### config.mk
export PLATFORM = sky130hd
export DESIGN_NAME = tmpl_scan
export DESIGN_NICKNAME = d
export VERILOG_FILES = /design/src/rtl/tmpl_pkg.sv /design/src/rtl/tmpl_scan.sv
export SDC_FILE = /design/constraint.sdc
export NUM_CORES = 1
export LEC_CHECK = 0
export BUFFER_PORTS_ARGS = -buffer_cell sky130_fd_sc_hd__buf_2
export CAP_MARGIN = 30
export CORE_MARGIN = 2
export CORE_UTILIZATION = 48
export DETAILED_ROUTE_END_ITERATION = 10
export PLACE_DENSITY = 0.81
export SYNTH_ARGS = -nofsm -noshare
export SYNTH_HDL_FRONTEND = slang
export SYNTH_SLANG_ARGS = --single-unit
### constraint.sdc
create_clock -name clk -period 3 [get_ports clk]
set_input_delay 0.3 -clock clk [delete_from_list [all_inputs] [get_ports clk]]
set_output_delay 0.3 -clock clk [all_outputs]
set_load 0.02 [all_outputs]
### src/rtl/tmpl_pkg.sv
// ----------------------------------------------------------------------------
// tmpl_pkg
// Shared types and constants for the threshold max profit lookup block.
// ----------------------------------------------------------------------------
package tmpl_pkg;

	localparam int unsigned MAX_JOBS_DEF = 256;
	localparam int unsigned FIELD_W      = 20;
	localparam int unsigned TOTAL_W      = 48;
	localparam int unsigned OP_W         = 2;
	localparam int unsigned IN_TDATA_W   = 64;
	localparam int unsigned OUT_TDATA_W  = 72;

	typedef enum logic [OP_W-1:0] {
		OP_CLEAR = 2'd0,
		OP_LOAD  = 2'd1,
		OP_QUERY = 2'd2
	} opcode_t;

	typedef enum logic [1:0] {
		ST_IDLE,
		ST_SCAN,
		ST_WAIT,
		ST_ADD
	} state_t;

	typedef struct packed {
		logic [FIELD_W-1:0] profit;
		logic [FIELD_W-1:0] difficulty;
	} job_entry_t;

	typedef struct packed {
		logic init;
		logic step;
	} scan_ctl_t;

endpackage

### src/rtl/tmpl_scan.sv
// ----------------------------------------------------------------------------
// tmpl_scan
// Shared compare unit: tests one job against the ability per cycle and keeps
// the greatest eligible profit seen so far.
// ----------------------------------------------------------------------------
module tmpl_scan (
	input  logic                          clk,
	input  logic                          arst_n,
	input  tmpl_pkg::scan_ctl_t           ctl,
	input  logic [tmpl_pkg::FIELD_W-1:0]  ability,
	input  tmpl_pkg::job_entry_t          entry,
	output logic [tmpl_pkg::FIELD_W-1:0]  best,
	output logic                          found
);
	import tmpl_pkg::*;

	logic [FIELD_W-1:0] best_q;
	logic               found_q;
	logic               eligible;
	logic               better;

	assign eligible = (entry.difficulty <= ability);
	assign better   = !found_q || (entry.profit > best_q);

	always_ff @(posedge clk or negedge arst_n) begin
		if (!arst_n) begin
			best_q  <= '0;
			found_q <= 1'b0;
		end else if (ctl.init) begin
			best_q  <= '0;
			found_q <= 1'b0;
		end else if (ctl.step && eligible) begin
			if (better) begin
				best_q <= entry.profit;
			end
			found_q <= 1'b1;
		end
	end

	assign best  = best_q;
	assign found = found_q;

endmodule

==> impl_results.md, run 1 <==
* Status: complete, but fails checks
* Failing checks: hold timing
* Final hold vios at 21
* CP max-delay cell: or3_4
* Slowest stage delay, CP at 410 ps
* Fill cells at 337
* Post-route minimum period at 2720 ps
* Yosys reg bits at 21
* First-pass GRT wire length at 6850 um
* Die ar. at 4610 sq um
* Hold WC Path Type: input port to asynchronous set/reset pin
* Clock skew at 2.67 ps
* Via Count at 1860
* Setup crit start: best[18]$_DFFE_PN0P_
* Synthesis-to-finish area growth at 26.5%
* Crit path DAT at 2910 ps
* Routed length per instance at 11.8 um
* Fin util at 0.625
* Input/output buffers at 84
* Reg2reg start: best[18]$_DFFE_PN0P_
* Die Ht at 67.9 um
* Total detailed-routing wirelength at 4330 um
* Share of the synthesized area in the top cell type at 0.268
* Register area share after synthesis at 0.268
* R2R Setup Slk at 280 ps
* Slew Viols, Final at 0
* Drt first pass iters at 5
* # hold bufs at CTS at 0
* Fmax at 0.367 GHz
* CP Cell Sequence: inv_1, ha_1, nand4_1, or3_4, a2111o_1, a31o_1, a211oi_4, buf_4, mux2i_1
* Nets at 423
* Mapped Cells at 233
* Kind of critical path: register to register
* Syn_area_per_cell at 8.42 sq um
* Crit end category: register
* Lkg Pwr at 1.38 nW
* Antenna diodes at 0
* Biggest area consumer among synthesized cells: dfrtp_1
* Metal-1 WL at 1850 um
* Max Used Layer: met4
* GP Congestion at 0.845
* Layout cell share with drive strength beyond 1 at 0.302
* Commonest non-fill, non-tap cell in the layout: buf_2
* Post-CTS setup buffer count at 0
* RSZ-0062 raised after global routing: false
* 1st-iter DRT viols at 101
* Worst R2R End: best[6]$_DFFE_PN0P_
* DP HPWL at 3530 um
* Most frequent cells in the layout: 84 x buf_2, 48 x nand2_1, 43 x inv_1
* R2R depth at 9
* Met2 Routed Length at 2110 um
* Slew @ Worst Pin at 544 ps
* Yosys cell types at 29
* Final period util at 0.908
* Pin count of the biggest net entering global routing at 42
* Setup Viol. Count Final at 0
* Post-DRT Antenna Nets at 0
* Maxcap violations at 0
* Worst-path clk slew at 80 ps
* Worst setup path end: best[6]$_DFFE_PN0P_
* Die W at 67.9 um
* Worst rel slew slack at 0.634
* Gr usage total at 0.192
* Layout Cell Area excl Fill at 2480 sq um
* VDD IR max at 0.142 mV
* Multi-input gate area at 1240 sq um
* Hold Slack at -16.4 ps
* Post-route DRC at 0
* Gr ovfl total at 0
* Syn nets at 337
* Register area at 526 sq um
* Clk root buf: clkbuf_8
* Num ports at 85
* Yosys Warn Count at 0
* Clock Latency Late Sink at 270 ps
* Post-DP Area at 2440 sq um
* Area contributors post-synth: dfrtp_1 27%, ha_1 26%, mux2i_1 10%, nand2_1 9.2%, inv_1 8.2%
* Starting Density at 0.494
* Setup_tns at 0 ps
* Antenna violations before repair at 0
* Core area at 3970 sq um
* CTS buffer count at 3
* WP data required at 3190 ps
* Syn Std Cell Area at 1960 sq um
* H-tree depth at 1
* PD cells at 328 nW/um^2
* CP max FO at 13
* Vias per cell at 5.05
* Deepest clock path buffer count at 2
* Met3 wire len at 319 um
* CTS tree: built
* Post-cts sizing count at 0
* CP startpoint kind: register
* # rows at 23
* Sink Count at 21
* Vias in the first global route at 1755
-- cell usage after synthesis, drive strengths merged --
| master | n |
|---|---|
| o21a | 1 |
| a211oi | 1 |
| a21bo | 1 |
| ha | 40 |
| nand2 | 49 |
| a2111o | 1 |
| a221oi | 3 |
| nand2b | 1 |
| nor3 | 1 |
| or3 | 1 |
| a31o | 1 |
| o31a | 1 |
| o31ai | 1 |
| o21ai | 5 |
| a21oi | 16 |
| mux2i | 20 |
| and2 | 1 |
| buf | 2 |
| nor4 | 2 |
| o211ai | 1 |
| dfrtp | 21 |
| nor2 | 1 |
| clkbuf | 4 |
| nand4 | 8 |
| nor2b | 2 |
| nand3 | 4 |
| and4 | 1 |
| inv | 43 |
-- where the power goes --
part	internal, mW	leakage (nW)	switching [mW]
clock	0.0950	0.0228	0.0960
sequential	0.304	0.284	0.0169
combinational	0.135	1.08	0.167
-- state kept, by name, indices dropped and copies added (netlist names) --
| register | flops |
|---|---|
| best | 20 |
| found | 1 |
-- how the worst min path moves through the flow --
stage / start / endpoint / slack [ps] / depth (start not counted)
2_1_floorplan: arst_n / best[0]$_DFFE_PN0P_ / 4 / 0
3_3_place_gp: arst_n / best[16]$_DFFE_PN0P_ / 290 / 1
3_5_place_dp: arst_n / best[15]$_DFFE_PN0P_ / 290 / 1
4_1_cts: arst_n / best[0]$_DFFE_PN0P_ / 6 / 1
5_1_grt: arst_n / best[5]$_DFFE_PN0P_ / 30 / 1
6_report: arst_n / best[16]$_DFFE_PN0P_ / -20 / 1
-- cell type report --
type | instances | share of cell area
flip-flops and latches | 21 | 0.212
multi-input cells | 163 | 0.502
repair buffers | 87 | 0.178
inverters | 43 | 0.0650
well taps | 50 | 0.0252
clock buffers | 4 | 0.0181
-- routing by layer --
| layer | GRT usage | up-vias |
|---|---|---|
| li1 | - | 956 |
| met1 | 0.215 | 826 |
| met2 | 0.360 | 73 |
| met3 | 0.0329 | 5 |
| met4 | 0.0700 | 0 |
| met5 | 0 | - |
-- worst max-delay path: cells and delay by family (launching register included) --
| kind | cells | cell delay (ps) |
|---|---|---|
| muxes | 1 | 250 |
| AOI/OAI and AO/OA | 3 | 840 |
| DFF | 1 | 360 |
| buffers and inverters | 2 | 340 |
| and+or+nand+nor | 2 | 540 |
| adders and majority gates | 1 | 310 |
-- through the flow --
step / hold WS (ps) / worst slack (ps) / total power, mW / cells
floorplan: 4.41 / 415 / 0.516 / 233
global placement: 287 / 367 / 0.618 / 364
detailed placement: 294 / 243 / 0.628 / 364
CTS: 5.61 / 255 / 0.820 / 368
global route: 32.8 / 144 / 0.871 / 368
finish: -16.4 / 276 / 0.813 / 368
-- cells by family (layout without fill, tap and decap cells) --
logic type / Yosys count / count (layout) / synth area share
AOI/OAI and AO/OA: 32 / 32 / 0.105
adders and majority gates: 40 / 40 / 0.255
buffers and inverters: 49 / 134 / 0.101
DFF: 21 / 21 / 0.268
muxes: 20 / 20 / 0.102
and+or+nand+nor: 71 / 71 / 0.168
Power figures use the tool's default switching activity.
==> inputs of run 2 (changes only) <==
- CORE_UTILIZATION: 48 -> 50
- CTS_BUF_LIST: not set -> sky130_fd_sc_hd__clkbuf_4
- PLACE_DENSITY: 0.81 -> 0.84
==> run 2 against run 1 <==
  * The run now ends clean
  * Global-route usage grew 1.2 points
  * Via count decreased by 0.16%
  * Clock-buffer cell count decreased by 1
  * Utilization increased by 4.9 points
  * Cell count is 0.27% lower
  * Clock skew grew 4.1 ps
  * Highest routed layer unchanged
==> impl_results.md, run 2 (synthesized netlist as in run 1, its figures left out) <==
* Post-cts sizing count at 0
* Hold WC Path Type: input port to register
* Clk root buf: clkbuf_4
* Kind of critical path: register to register
* Setup_tns at 0 ps
* Total detailed-routing wirelength at 4290 um
* Core area at 3720 sq um
* CP max-delay cell: or3_4
* Slowest stage delay, CP at 410 ps
* Clock Latency Late Sink at 300 ps
* Num ports at 85
* Post-route DRC at 0
* PD cells at 306 nW/um^2
* Deepest clock path buffer count at 2
* Layout Cell Area excl Fill at 2500 sq um
* WP data required at 3230 ps
* Hold Slack at 243 ps
* Maxcap violations at 0
* CP Cell Sequence: inv_1, ha_1, nand4_1, or3_4, a2111o_1, a31o_1, a211oi_4, buf_12, mux2i_1
* Placed cells at 362
* Starting Density at 0.528
* Slew @ Worst Pin at 601 ps
* RSZ-0062 raised after global routing: false
* CTS tree: built
* R2R Setup Slk at 330 ps
* Post-DRT Antenna Nets at 0
* Pin count of the biggest net entering global routing at 34
* Hold Path Depth at 3
* Die W at 66.6 um
* # hold bufs at CTS at 1
* Slew Viols, Final at 0
* 1st-iter DRT viols at 87
* Nets at 424
* Hold path start: entry[27]
* CP startpoint kind: register
* GP Congestion at 0.750
* Setup Viol. Count Final at 0
* Fin util at 0.674
* Vias per cell at 5.06
* Max reg flops at 20
* Post-route minimum period at 2670 ps
* First-pass GRT wire length at 7240 um
* Final hold vios at 0
* Sink Count at 21
* Commonest non-fill, non-tap cell in the layout: buf_2
* Most frequent cells in the layout: 84 x buf_2, 48 x nand2_1, 43 x inv_1
* Routed length per instance at 11.7 um
* Worst Hold End: best[7]$_DFFE_PN0P_
* Post-CTS setup buffer count at 0
* Status: complete, no violations
* Post-Layout Cell Count at 367
* Gr ovfl total at 0
* H-tree depth at 1
* VDD IR max at 0.164 mV
* Drt first pass iters at 4
* Reg2reg start: best[18]$_DFFE_PN0P_
* R2R depth at 9
* Crit path DAT at 2900 ps
* Synthesis-to-finish area growth at 27.7%
* Final period util at 0.889
* # rows at 22
* DP HPWL at 3650 um
* Critical path's top delay family: compound AO/OA/AOI/OAI gates
* Die Ht at 66.6 um
* WP buf/inv at 2
* CTS buffer count at 3
* Input/output buffers at 84
* Worst rel slew slack at 0.596
* CP max FO at 16
* Worst-path clk slew at 130 ps
* Via Count at 1857
* Worst R2R End: best[6]$_DFFE_PN0P_
* Die ar. at 4440 sq um
* Antenna diodes at 0
* Layout cell share with drive strength beyond 1 at 0.304
* Vias in the first global route at 1856
* Post-DP Area at 2470 sq um
* Lkg Pwr at 1.39 nW
* Gr usage total at 0.204
* Fmax at 0.375 GHz
* Antenna violations before repair at 0
* Clock skew at 6.80 ps
* Crit end category: register
run 2: cell count changes in the layout (fill, tap and decap cells not counted), sizes merged:
cell and change:
clkbuf -1, clkinv +1, dlygate4sd3 +1
run 2: through the flow:
step	setup WS, ps	total power, mW
3_3_place_gp	422	0.621
5_1_grt	210	0.831
3_5_place_dp	336	0.636
4_1_cts	317	0.775
6_report	332	0.767
2_1_floorplan	415	0.516
run 2: cell type report:
type	count	area [sq um]
multi-input combinational	163	1240
fill	326	1210
sequential	21	526
timing repair buffer	88	485
inverter	43	161
tap	48	60.1
clock buffer	3	22.5
clock inverter	1	5.00
run 2: worst reg2reg max path, stage by stage (launching register included):
cell and delay (ps):
dfrtp_1 380, inv_1 50, ha_1 320, nand4_1 120
or3_4 410, a2111o_1 380, a31o_1 240, a211oi_4 270
buf_12 210, mux2i_1 220
run 2: worst max-delay path by stage:
stage,start,endpoint,slack (ps),depth (start not counted)
2_1_floorplan,best[18]$_DFFE_PN0P_,best[0]$_DFFE_PN0P_,410,9
3_3_place_gp,entry[38],best[17]$_DFFE_PN0P_,420,9
3_5_place_dp,entry[38],best[13]$_DFFE_PN0P_,340,9
4_1_cts,best[18]$_DFFE_PN0P_,best[13]$_DFFE_PN0P_,320,9
5_1_grt,best[18]$_DFFE_PN0P_,best[0]$_DFFE_PN0P_,210,9
6_report,best[18]$_DFFE_PN0P_,best[6]$_DFFE_PN0P_,330,9
run 2: power by group:
part	total, mW	switching (mW)	leakage [nW]	internal, mW
sequential	0.320	0.0166	0.284	0.304
clock	0.138	0.0885	0.0177	0.0496
combinational	0.309	0.167	1.09	0.142
run 2: routing by layer:
layer	part of all wire	wire, um	GRT usage	up-vias
li1	-	-	-	957
met5	0	0	0	-
met3	0.063	270	0.0321	2
met4	0.0082	35	0.0587	0
met1	0.42	1820	0.227	835
met2	0.51	2170	0.394	63
